[config.mk]
export PLATFORM = sky130hd
export DESIGN_NAME = streaming_bounding_sphere_core
export DESIGN_NICKNAME = d
export VERILOG_FILES = /design/src/hdl/sbs_pkg.sv /design/src/hdl/streaming_bounding_sphere_core.sv
export SDC_FILE = /design/constraint.sdc
export NUM_CORES = 2
export LEC_CHECK = 0
export BUFFER_PORTS_ARGS = -buffer_cell sky130_fd_sc_hd__buf_2
export CORE_UTILIZATION = 45
export CTS_CLUSTER_DIAMETER = 150
export DETAILED_ROUTE_END_ITERATION = 7
export SLEW_MARGIN = 20
export SYNTH_ARGS = -nofsm -noshare
export SYNTH_HDL_FRONTEND = slang
export SYNTH_SLANG_ARGS = --single-unit
[constraint.sdc]
create_clock -name clk -period 16.8 [get_ports clk]
set_input_delay 0.84 -clock clk [delete_from_list [all_inputs] [get_ports clk]]
set_output_delay 0.84 -clock clk [all_outputs]
set_load 0.005 [all_outputs]
[src/hdl/sbs_pkg.sv]
package sbs_pkg;

	localparam int COORD_WIDTH_DEF = 32;
	localparam int PAD_WIDTH = 8;
	localparam logic [PAD_WIDTH-1:0] RADIUS_PAD_RESET = 8'd1;

	typedef enum logic [3:0] {
		ST_IDLE,
		ST_SQ_SET,
		ST_SQ_RUN,
		ST_SQ_ACC,
		ST_CMP,
		ST_SQRT_RUN,
		ST_DELTA,
		ST_MD_SET,
		ST_MD_RUN,
		ST_DIV_SET,
		ST_DIV_RUN,
		ST_APPLY,
		ST_RAD,
		ST_OUT
	} state_t;

endpackage

[src/hdl/streaming_bounding_sphere_core.sv]
// channel   dir  handshake                  payload
// s_*       in   s_tvalid / s_tready        tdata: x, y, z; tuser: first_point
// m_*       out  m_tvalid / m_tready        tdata: cx, cy, cz, radius; tuser: grew
// cfg_*     in   cfg_valid / cfg_ready      cfg_data: radius_pad
//
// one item at a time; a first point goes straight to the output register once that is free
// an inside point takes four shift-add squares: three axes and the radius (W = COORD_WIDTH)
// an outside point adds a W+2 step square root and, per axis, a W+2 step multiply
// and a 2W+4 step restoring divide
// the next item is taken while the last result waits in the output register
// arst_n clears the sphere to origin, radius zero, pad one
module streaming_bounding_sphere_core
	import sbs_pkg::*;
#(
	parameter int COORD_WIDTH = COORD_WIDTH_DEF
) (
	input  logic clk,
	input  logic arst_n,
	input  logic s_tvalid,
	output logic s_tready,
	// x, y, z from bit 0 up, zero fill to bytes
	input  logic [((3*COORD_WIDTH+7)/8)*8-1:0] s_tdata,
	// first_point
	input  logic s_tuser,
	output logic m_tvalid,
	input  logic m_tready,
	// center_x, center_y, center_z, radius from bit 0 up
	output logic [((4*COORD_WIDTH+7)/8)*8-1:0] m_tdata,
	// grew
	output logic m_tuser,
	input  logic cfg_valid,
	output logic cfg_ready,
	input  logic [PAD_WIDTH-1:0] cfg_data
);

	localparam int W = COORD_WIDTH;
	localparam int MW = W + 2;               // multiplier operand / root width
	localparam int PW = 2 * MW;              // product / squared distance width
	localparam int CW = $clog2(PW + 1);
	localparam int ODW = ((4*W+7)/8)*8;

	state_t state_q, state_d;

	logic [2:0][W-1:0] ctr_q;
	logic [W-1:0]      rad_q;
	logic [PAD_WIDTH-1:0] pad_q;
	logic [2:0][W:0]   diff_q;   // point minus center, signed
	logic [1:0]        k_q;
	logic [CW-1:0]     cnt_q;
	logic              grew_q;

	// shared shift-add multiplier
	logic [PW-1:0] mul_a_q;
	logic [MW-1:0] mul_b_q;
	logic [PW-1:0] prod_q;
	logic [PW-1:0] d2_q;

	// square root, two radicand bits per step
	logic [PW-1:0] sq_v_q;
	logic [MW+1:0] sq_rem_q;
	logic [MW-1:0] root_q;
	logic [MW+1:0] sq_cat;
	logic [MW+1:0] sq_trial;

	// restoring divider, quotient shifts into the numerator register
	logic [PW-1:0] div_n_q;
	logic [MW:0]   div_rem_q;
	logic [MW:0]   div_cat;
	logic [MW-1:0] delta_q;

	logic [ODW-1:0] out_data_q;
	logic           out_valid_q;
	logic           out_grew_q;

	logic [W:0]    mag_k;
	logic          last_cnt;
	logic [W+1:0]  c_ext;
	logic [W+1:0]  mv_ext;
	logic [W+1:0]  c_new;
	logic [MW:0]   nr;
	logic [2:0][W-1:0] pt_in;

	always_comb begin
		for (int i = 0; i < 3; i++) begin
			pt_in[i] = s_tdata[i*W +: W];
		end
	end

	assign mag_k = diff_q[k_q][W] ? (~diff_q[k_q] + 1'b1) : diff_q[k_q];
	assign last_cnt = (cnt_q == CW'(MW - 1));
	assign sq_cat = {sq_rem_q[MW-1:0], sq_v_q[PW-1 -: 2]};
	assign sq_trial = {root_q, 2'b01};
	assign div_cat = {div_rem_q[MW-1:0], div_n_q[PW-1]};
	assign c_ext = {{2{ctr_q[k_q][W-1]}}, ctr_q[k_q]};
	assign mv_ext = {1'b0, div_n_q[W:0]};
	assign c_new = diff_q[k_q][W] ? (c_ext - mv_ext) : (c_ext + mv_ext);
	assign nr = {3'b000, rad_q} + {1'b0, delta_q} + {{(MW+1-PAD_WIDTH){1'b0}}, pad_q};

	// next state
	always_comb begin
		state_d = state_q;
		case (state_q)
			ST_IDLE: begin
				if (s_tvalid) begin
					state_d = s_tuser ? ST_OUT : ST_SQ_SET;
				end
			end
			ST_SQ_SET:   state_d = ST_SQ_RUN;
			ST_SQ_RUN:   if (last_cnt) state_d = ST_SQ_ACC;
			ST_SQ_ACC:   state_d = (k_q == 2'd3) ? ST_CMP : ST_SQ_SET;
			ST_CMP:      state_d = (d2_q > prod_q) ? ST_SQRT_RUN : ST_OUT;
			ST_SQRT_RUN: if (last_cnt) state_d = ST_DELTA;
			ST_DELTA:    state_d = ST_MD_SET;
			ST_MD_SET:   state_d = ST_MD_RUN;
			ST_MD_RUN:   if (last_cnt) state_d = ST_DIV_SET;
			ST_DIV_SET:  state_d = ST_DIV_RUN;
			ST_DIV_RUN:  if (cnt_q == CW'(PW - 1)) state_d = ST_APPLY;
			ST_APPLY:    state_d = (k_q == 2'd2) ? ST_RAD : ST_MD_SET;
			ST_RAD:      state_d = ST_OUT;
			ST_OUT:      if (!out_valid_q) state_d = ST_IDLE;
			default:     state_d = ST_IDLE;
		endcase
	end

	// handshake outputs
	always_comb begin
		s_tready = (state_q == ST_IDLE);
		cfg_ready = 1'b1;
		m_tvalid = out_valid_q;
		m_tdata = out_data_q;
		m_tuser = out_grew_q;
	end

	always_ff @(posedge clk or negedge arst_n) begin
		if (!arst_n) begin
			state_q <= ST_IDLE;
			ctr_q <= '0;
			rad_q <= '0;
			pad_q <= RADIUS_PAD_RESET;
			out_valid_q <= 1'b0;
		end else begin
			state_q <= state_d;
			if (cfg_valid) begin
				pad_q <= cfg_data;
			end
			if (out_valid_q && m_tready) begin
				out_valid_q <= 1'b0;
			end
			case (state_q)
				ST_IDLE: begin
					if (s_tvalid && s_tuser) begin
						ctr_q <= pt_in;
						rad_q <= '0;
					end
				end
				ST_APPLY: ctr_q[k_q] <= c_new[W-1:0];
				ST_RAD:   rad_q <= (nr[MW:W] != '0) ? {W{1'b1}} : nr[W-1:0];
				ST_OUT: begin
					if (!out_valid_q) begin
						out_valid_q <= 1'b1;
					end
				end
				default: ;
			endcase
		end
	end

	// datapath, no reset
	always_ff @(posedge clk) begin
		case (state_q)
			ST_IDLE: begin
				grew_q <= 1'b0;
				k_q <= '0;
				d2_q <= '0;
				for (int i = 0; i < 3; i++) begin
					diff_q[i] <= {pt_in[i][W-1], pt_in[i]} - {ctr_q[i][W-1], ctr_q[i]};
				end
			end
			ST_SQ_SET: begin
				cnt_q <= '0;
				prod_q <= '0;
				if (k_q == 2'd3) begin
					mul_a_q <= PW'(rad_q);
					mul_b_q <= MW'(rad_q);
				end else begin
					mul_a_q <= PW'(mag_k);
					mul_b_q <= MW'(mag_k);
				end
			end
			ST_SQ_RUN, ST_MD_RUN: begin
				if (mul_b_q[0]) prod_q <= prod_q + mul_a_q;
				mul_a_q <= mul_a_q << 1;
				mul_b_q <= mul_b_q >> 1;
				cnt_q <= cnt_q + 1'b1;
			end
			ST_SQ_ACC: begin
				if (k_q != 2'd3) begin
					d2_q <= d2_q + prod_q;
					k_q <= k_q + 1'b1;
				end
			end
			ST_CMP: begin
				sq_v_q <= d2_q;
				sq_rem_q <= '0;
				root_q <= '0;
				cnt_q <= '0;
			end
			ST_SQRT_RUN: begin
				sq_v_q <= sq_v_q << 2;
				cnt_q <= cnt_q + 1'b1;
				if (sq_cat >= sq_trial) begin
					sq_rem_q <= sq_cat - sq_trial;
					root_q <= {root_q[MW-2:0], 1'b1};
				end else begin
					sq_rem_q <= sq_cat;
					root_q <= {root_q[MW-2:0], 1'b0};
				end
			end
			ST_DELTA: begin
				delta_q <= (root_q - MW'(rad_q)) >> 1;
				k_q <= '0;
			end
			ST_MD_SET: begin
				cnt_q <= '0;
				prod_q <= '0;
				mul_a_q <= PW'(mag_k);
				mul_b_q <= delta_q;
			end
			ST_DIV_SET: begin
				div_n_q <= prod_q;
				div_rem_q <= '0;
				cnt_q <= '0;
			end
			ST_DIV_RUN: begin
				cnt_q <= cnt_q + 1'b1;
				if (div_cat >= {1'b0, root_q}) begin
					div_rem_q <= div_cat - {1'b0, root_q};
					div_n_q <= {div_n_q[PW-2:0], 1'b1};
				end else begin
					div_rem_q <= div_cat;
					div_n_q <= {div_n_q[PW-2:0], 1'b0};
				end
			end
			ST_APPLY: k_q <= k_q + 1'b1;
			ST_RAD:   grew_q <= 1'b1;
			ST_OUT: begin
				if (!out_valid_q) begin
					out_data_q <= ODW'({rad_q, ctr_q[2], ctr_q[1], ctr_q[0]});
					out_grew_q <= grew_q;
				end
			end
			default: ;
		endcase
	end

endmodule

* Yosys cells after proc, flatten, opt, wreduce, memory -nomap -nowiden
Index checks and enable logic that the tools add are counted.
** Cells by class
- Add/sub/neg operators :: 15
- Magnitude comparators :: 5
- Bitwise gates (word level) :: 2
- Mux-type cells :: 49
- Reduce and logical (&&, ||, !) cells :: 26
- Equal/unequal tests :: 27
** Operators with widths (count)
- case mux 68 bit (2 select lines) :: 4
- case mux 34 bit (2 select lines) :: 3
- case mux 68 bit (3 select lines) :: 1
- case mux 96 bit (2 select lines) :: 1
- 2-to-1 mux 32 bit :: 5
- adder 68 bit :: 2
- 2-to-1 mux 68 bit :: 2
- 2-to-1 mux 33 bit :: 4
- case mux 34 bit (3 select lines) :: 1
- subtractor 32 x 32 -> 33 bit :: 3
- bitwise mux 96 bit :: 1
- 2-to-1 mux 96 bit :: 1
- > comparator 68 bit :: 1
- 2-to-1 mux 34 bit :: 2
- subtractor 34 bit :: 2
- binary-select mux 33 bit (select 2 bit) :: 1
- binary-select mux 32 bit (select 2 bit) :: 1
- demux 32 bit (select 2 bit) :: 1
- case mux 32 bit (2 select lines) :: 1
- case mux 4 bit (14 select lines) :: 1
- greater-or-equal comparator 36 bit :: 1
- 2-to-1 mux 4 bit :: 9
- adder 34 x 8 -> 35 bit :: 1
- greater-or-equal comparator 35 x 34 -> 1 bit :: 1
- 34 further kinds :: 74
** Storage, ports and cells
- Output and inout port bits :: 132
- Register bits :: 888
- Bits of input ports :: 110
- Logic and storage cells :: 149

* Longest topological paths before layout
- Word-level depth :: 7
- Depth in mapped cells :: 25
- Gate-level depth less buffers :: 21

* Worst setup path after synthesis
OpenSTA, ideal clock, no wires.
- Path kind :: register -> register
- From :: register state_q[2]
- To :: register prod_q[0] (enable)
- Data arrival time :: 11.251 ns
- Setup time :: 0.597 ns
- Setup slack :: 4.952 ns
- Data required time :: 16.203 ns
- Stages on the path, launching flop included :: 6
- Path through :: dfrtp_1 buf_1 buf_1 o21ai_0 o22ai_1 a21boi_0
** Between the ends
- Longest elaborated chain between the ends :: 4
** RTL lines
- start, declared :: RTL line streaming_bounding_sphere_core.sv:42 : state_t state_q, state_d;
- start signal, assigned :: RTL line streaming_bounding_sphere_core.sv:142 : state_q <= state_d;
- equality test 4 x 2 -> 1 bit (tied with other cells) :: RTL line streaming_bounding_sphere_core.sv:170 : case (state_q)
- OR reduction 2 bit, on equally long branches
- inequality test 2 bit (no source line) or nonzero test 2 bit (tied branches)
- AND reduction 2 bit (no source line) *
- end signal, assigned :: RTL line streaming_bounding_sphere_core.sv:191 : if (mul_b_q[0]) prod_q <= prod_q + mul_a_q;
- end, declared :: RTL line streaming_bounding_sphere_core.sv:55 : logic [PW-1:0] prod_q;
Every way passes the cells marked *; elsewhere a longest branch is shown, timed or not.
A chain may end at the register's enable or synchronous reset.

* Final worst setup path
- From :: register k_q[1]
- To :: register ctr_q[95] in the netlist's numbering
** Between the ends
- Longest elaborated chain between the ends :: 6
** RTL lines
- start, declared :: RTL line streaming_bounding_sphere_core.sv:48 : logic [1:0] k_q;
- start signal, assigned :: RTL line streaming_bounding_sphere_core.sv:199 : k_q <= k_q + 1'b1;
- start signal, assigned :: RTL line streaming_bounding_sphere_core.sv:244 : ST_APPLY: k_q <= k_q + 1'b1;
- binary-select mux 32 bit (select 2 bit) (tied with other cells) :: RTL line streaming_bounding_sphere_core.sv:94 : assign c_ext = {{2{ctr_q[k_q][W-1]}}, ctr_q[k_q]};
- 2-to-1 mux 32 bit (implied by the code) or logical AND 1 bit (tied branches) :: RTL line streaming_bounding_sphere_core.sv:94, streaming_bounding_sphere_core.sv:156
- adder 32 bit (tied with other cells) :: RTL line streaming_bounding_sphere_core.sv:96 : assign c_new = diff_q[k_q][W] ? (c_ext - mv_ext) : (c_ext + mv_ext);
- 2-to-1 mux 32 bit or demux 32 bit (select 2 bit) (tied branches) :: RTL line streaming_bounding_sphere_core.sv:96, streaming_bounding_sphere_core.sv:156
- bitwise mux 96 bit * :: RTL line streaming_bounding_sphere_core.sv:156 : ST_APPLY: ctr_q[k_q] <= c_new[W-1:0];
- case mux 96 bit (2 select lines) * :: RTL line streaming_bounding_sphere_core.sv:149 : case (state_q)
- end signal, assigned :: RTL line streaming_bounding_sphere_core.sv:152 : ctr_q <= pt_in;
- end signal, assigned by index :: RTL line streaming_bounding_sphere_core.sv:156
- end, declared :: RTL line streaming_bounding_sphere_core.sv:44 : logic [2:0][W-1:0] ctr_q;
Every way passes the cells marked *; elsewhere a longest branch is shown, timed or not. The select of a mux whose other input is x is not followed.

==> results list <==
- Minimum setup slack among reg-to-reg paths: 10,800 ps
- Dominant cells by area after synthesis: sky130_fd_sc_hd__edfxtp_1 (38%), sky130_fd_sc_hd__ha_1 (10%), sky130_fd_sc_hd__dfrtp_1 (5.9%)
* Pre-CTS setup slack: 10,960 ps
- The total overflow left after global routing is 0.
* Clock latency reported for the late side of the worst-skew pair: 720 ps
* Final worst-path setup slack: 10,800 ps
- Summed over all layers, the routed wires come to 178,000 um.
- The initialized floorplan defines 132 standard-cell rows.
- Top sig layer: met5
- Final count of hold timing violations: 0
- After detailed routing, the wire length on met1 is 80,000 um.
* H-tree level count: 3
- First-pass GRT wire length: 271,000 um
- The floorplan step set the die width to 364 um.
- For the worst setup path, the data arrival time is 6590 ps.
- Among all stages on the critical path, the largest delay is contributed by sky130_fd_sc_hd__buf_4.
- In this run, post-CTS repair resized a total of 0 instances.
- Post-synthesis cell type with the largest combined area: sky130_fd_sc_hd__edfxtp_1
* TritonCTS Buffers: 101
* Half-perimeter wire length after placement: 134,000 um
* Total of max-cap violations: 0
* Final period utilization: 0.357
- Across every metal layer, demand over resource in global routing totals 0.263.
- Slew at the pin closest to its max-slew limit: 1130 ps
- Layout-stage area growth over the synthesis result: 11.0%
- Top library cells by usage in the layout, fill and taps aside: sky130_fd_sc_hd__edfxtp_1 (746), sky130_fd_sc_hd__nand2_1 (687), sky130_fd_sc_hd__nor2_1 (603)
* Total I/O pin count: 242
- Met2 Routed Length: 81,300 um
- Largest net degree at the start of global routing: 79
- Total nets after synthesis: 6,839
- The die covers 0.133 mm^2.
- Counting flops with an async set or reset pin after synthesis yields a share of 0.159.
* Post-layout min period: 6000 ps
- Initial antenna violation count: 5
- The signal on the critical path passes through buf_4 -> nor2b_4 -> a21oi_2 -> buf_4 -> o21ai_0 -> inv_1 -> ha_1 -> nor2b_1 -> o31a_1 -> o41ai_1 -> a31oi_1 -> a21oi_1 -> o21ai_0 -> a221o_1 -> a21o_1 -> a21oi_1 -> xnor2_1 -> a221oi_1.
- Core Box Area: 0.130 mm^2
* Clock sink count: 887
- Clock tree root driver cell: sky130_fd_sc_hd__clkbuf_16
- Post-synth cell types: 87
- Worst stage delay on the critical path: 580 ps
- First-pass detailed-route iteration total: 8
* R2r startpoint: k_q[1]
- Cell Area, Synth: 0.0591 mm^2
- EDFF count, synth: 746
- On the final layout, the worst clock skew is 33.4 ps.
* Fraction of layout cells with a size suffix above 1: 0.0828
- Detailed route wirelength on metal3: 11,600 um
* CTS tree: yes
* Nets: 6,985
- Max Fclk: 167 MHz
- The path class of the tightest hold or removal check is in2async.
- The library cell used most frequently in the layout, excluding fill and tap cells, is sky130_fd_sc_hd__edfxtp_1.
* Most used flip-flop cell after synthesis: sky130_fd_sc_hd__edfxtp_1
- Clock transition at the registers of the reported paths: 60 ps
- After detailed routing, the average wire length per cell comes to 21.7 um.
- In this run the tool buffered the top-level ports with 240 buffer cells.
* Mean instance size in the synthesized netlist: 9.51 um^2
- Routability-driven placement finished with a final weighted congestion of 0.964.
- Remaining max-slew budget at the tightest pin: 0.242
- Of the post-synthesis cell area, the dominant cell type holds 0.379.
- STA puts the critical path data required time at 17,390 ps.
- In this run the remaining antenna-violating nets after routing total 0.
- Hold repair after CTS inserted 0 buffers.
- Along the worst path, the maximum fanout reaches 69.
- Unrepaired setup endpoints after global routing: no
* Starting utilization of the core area: 0.455
- Floorplan die height: 364 um
- For the worst flop-to-flop path, the logic depth is 18.
* Endpoint class of the critical path: register
- After detailed routing, the number of remaining DRC violations is 0.
- During synthesis, Yosys emitted a total of 0 warnings.
- The flow ran to the end, and the final reports show no timing, DRC or antenna violations.
* Ratio of routed vias to standard cells: 5.81
- Total vias in the final route: 47,700
* Via count of the first global-routing pass: 45,300
- The synthesized design contains 887 register bits.
- The endpoint identified for the worst register-to-register timing path is ctr_q[95].
- After the first detailed-routing iteration, the DRC count stood at 4,475.
* Max-slew violation count: 0
* Setup repair bufs after CTS: 0
* Synth Instances: 6,218
- Number of setup violations in the final report: 0
* Critical Setup Path Class: reg2reg
- Adding up every negative setup slack in the final design gives 0 ps.
- STA classifies the critical path startpoint as a register.
- Sequential element share of the synthesized area: 0.439
- Clock Tree Buf Depth: 3
[routing by layer]
metal | up-vias | track usage
li1 | 22800 | -
met5 | - | 0
met4 | 4 | 0.0840
met1 | 22900 | 0.365
met2 | 1640 | 0.426
met3 | 262 | 0.0335
[worst max-delay path by stage]
stage / startpoint / endpoint / slack, ps / depth (start not counted)
2_1_floorplan: state_q[2] / prod_q[0] / 4950 / 5
3_3_place_gp: k_q[1] / ctr_q[95] / 10980 / 18
3_5_place_dp: k_q[1] / ctr_q[95] / 10960 / 18
4_1_cts: k_q[1] / ctr_q[95] / 10890 / 18
5_1_grt: k_q[1] / ctr_q[95] / 10510 / 18
6_report: k_q[1] / ctr_q[95] / 10800 / 18
[per-stage QoR]
stage                     utilization  hold WS (ps)  instance area (um^2)  std cells
after CTS                       0.505          36.4                 65600       8192
after global placement          0.478           486                 62100       8003
after floorplan                     -           400                 59100       6218
after detailed placement        0.478           457                 62100       8003
final                           0.505          64.5                 65600       8195
after global routing            0.505          77.5                 65600       8192
[Yosys cell counts (all sizes together), types with 35 or more instances]
library cell,count
a22oi,56
o31ai,45
ha,494
a221o,37
a21o,165
a31oi,42
nor3,83
nand2,688
mux2i,102
xor2,143
a21oi,550
buf,43
or3,35
inv,414
clkbuf,205
nor2,609
o21a,61
dfrtp,140
edfxtp,746
and3,89
a211oi,52
nor2b,66
nand2b,66
o21bai,70
nand3,93
nand4,54
o21ai,423
xnor2,242
[area by class of cell]
type                       instances  area, um^2
antenna                            3        7.51
clock buffer                     129        2820
clock inverter                    60         724
fill                           12000       64400
inverter                         414        1560
multi-input combinational       4669       30800
sequential                       887       25900
tap                             1742        2180
timing repair buffer             291        1590
[kinds of logic after synthesis]
family | after synthesis | share of synthesized area
mux | 111 | 0.0190
simple gates | 1909 | 0.145
compound gates | 1752 | 0.187
fa+ha+maj | 511 | 0.110
other cells | 1 | 0.0000634
xor+xnor | 385 | 0.0570
flops | 887 | 0.439
buf+inv | 662 | 0.0426
[state kept, by name (all words and copies together), names as in the netlist, 68 cells and up]
name,cells
div_n_q,68
ctr_q,96
mul_a_q,68
m_tdata,128
prod_q,68
sq_v_q,68
d2_q,68
diff_q,99
[worst max-delay path: cells and delay by family (launching register included)]
kind	cells	cell delay, ps
xor+xnor	1	130
compound gates	11	3470
buf+inv	3	940
flops	1	320
fa+ha+maj	1	270
simple gates	2	680
Power is left out: the tool's default activity adds up to more than one toggle a clock period on the data nets, which glitch-free logic cannot reach.
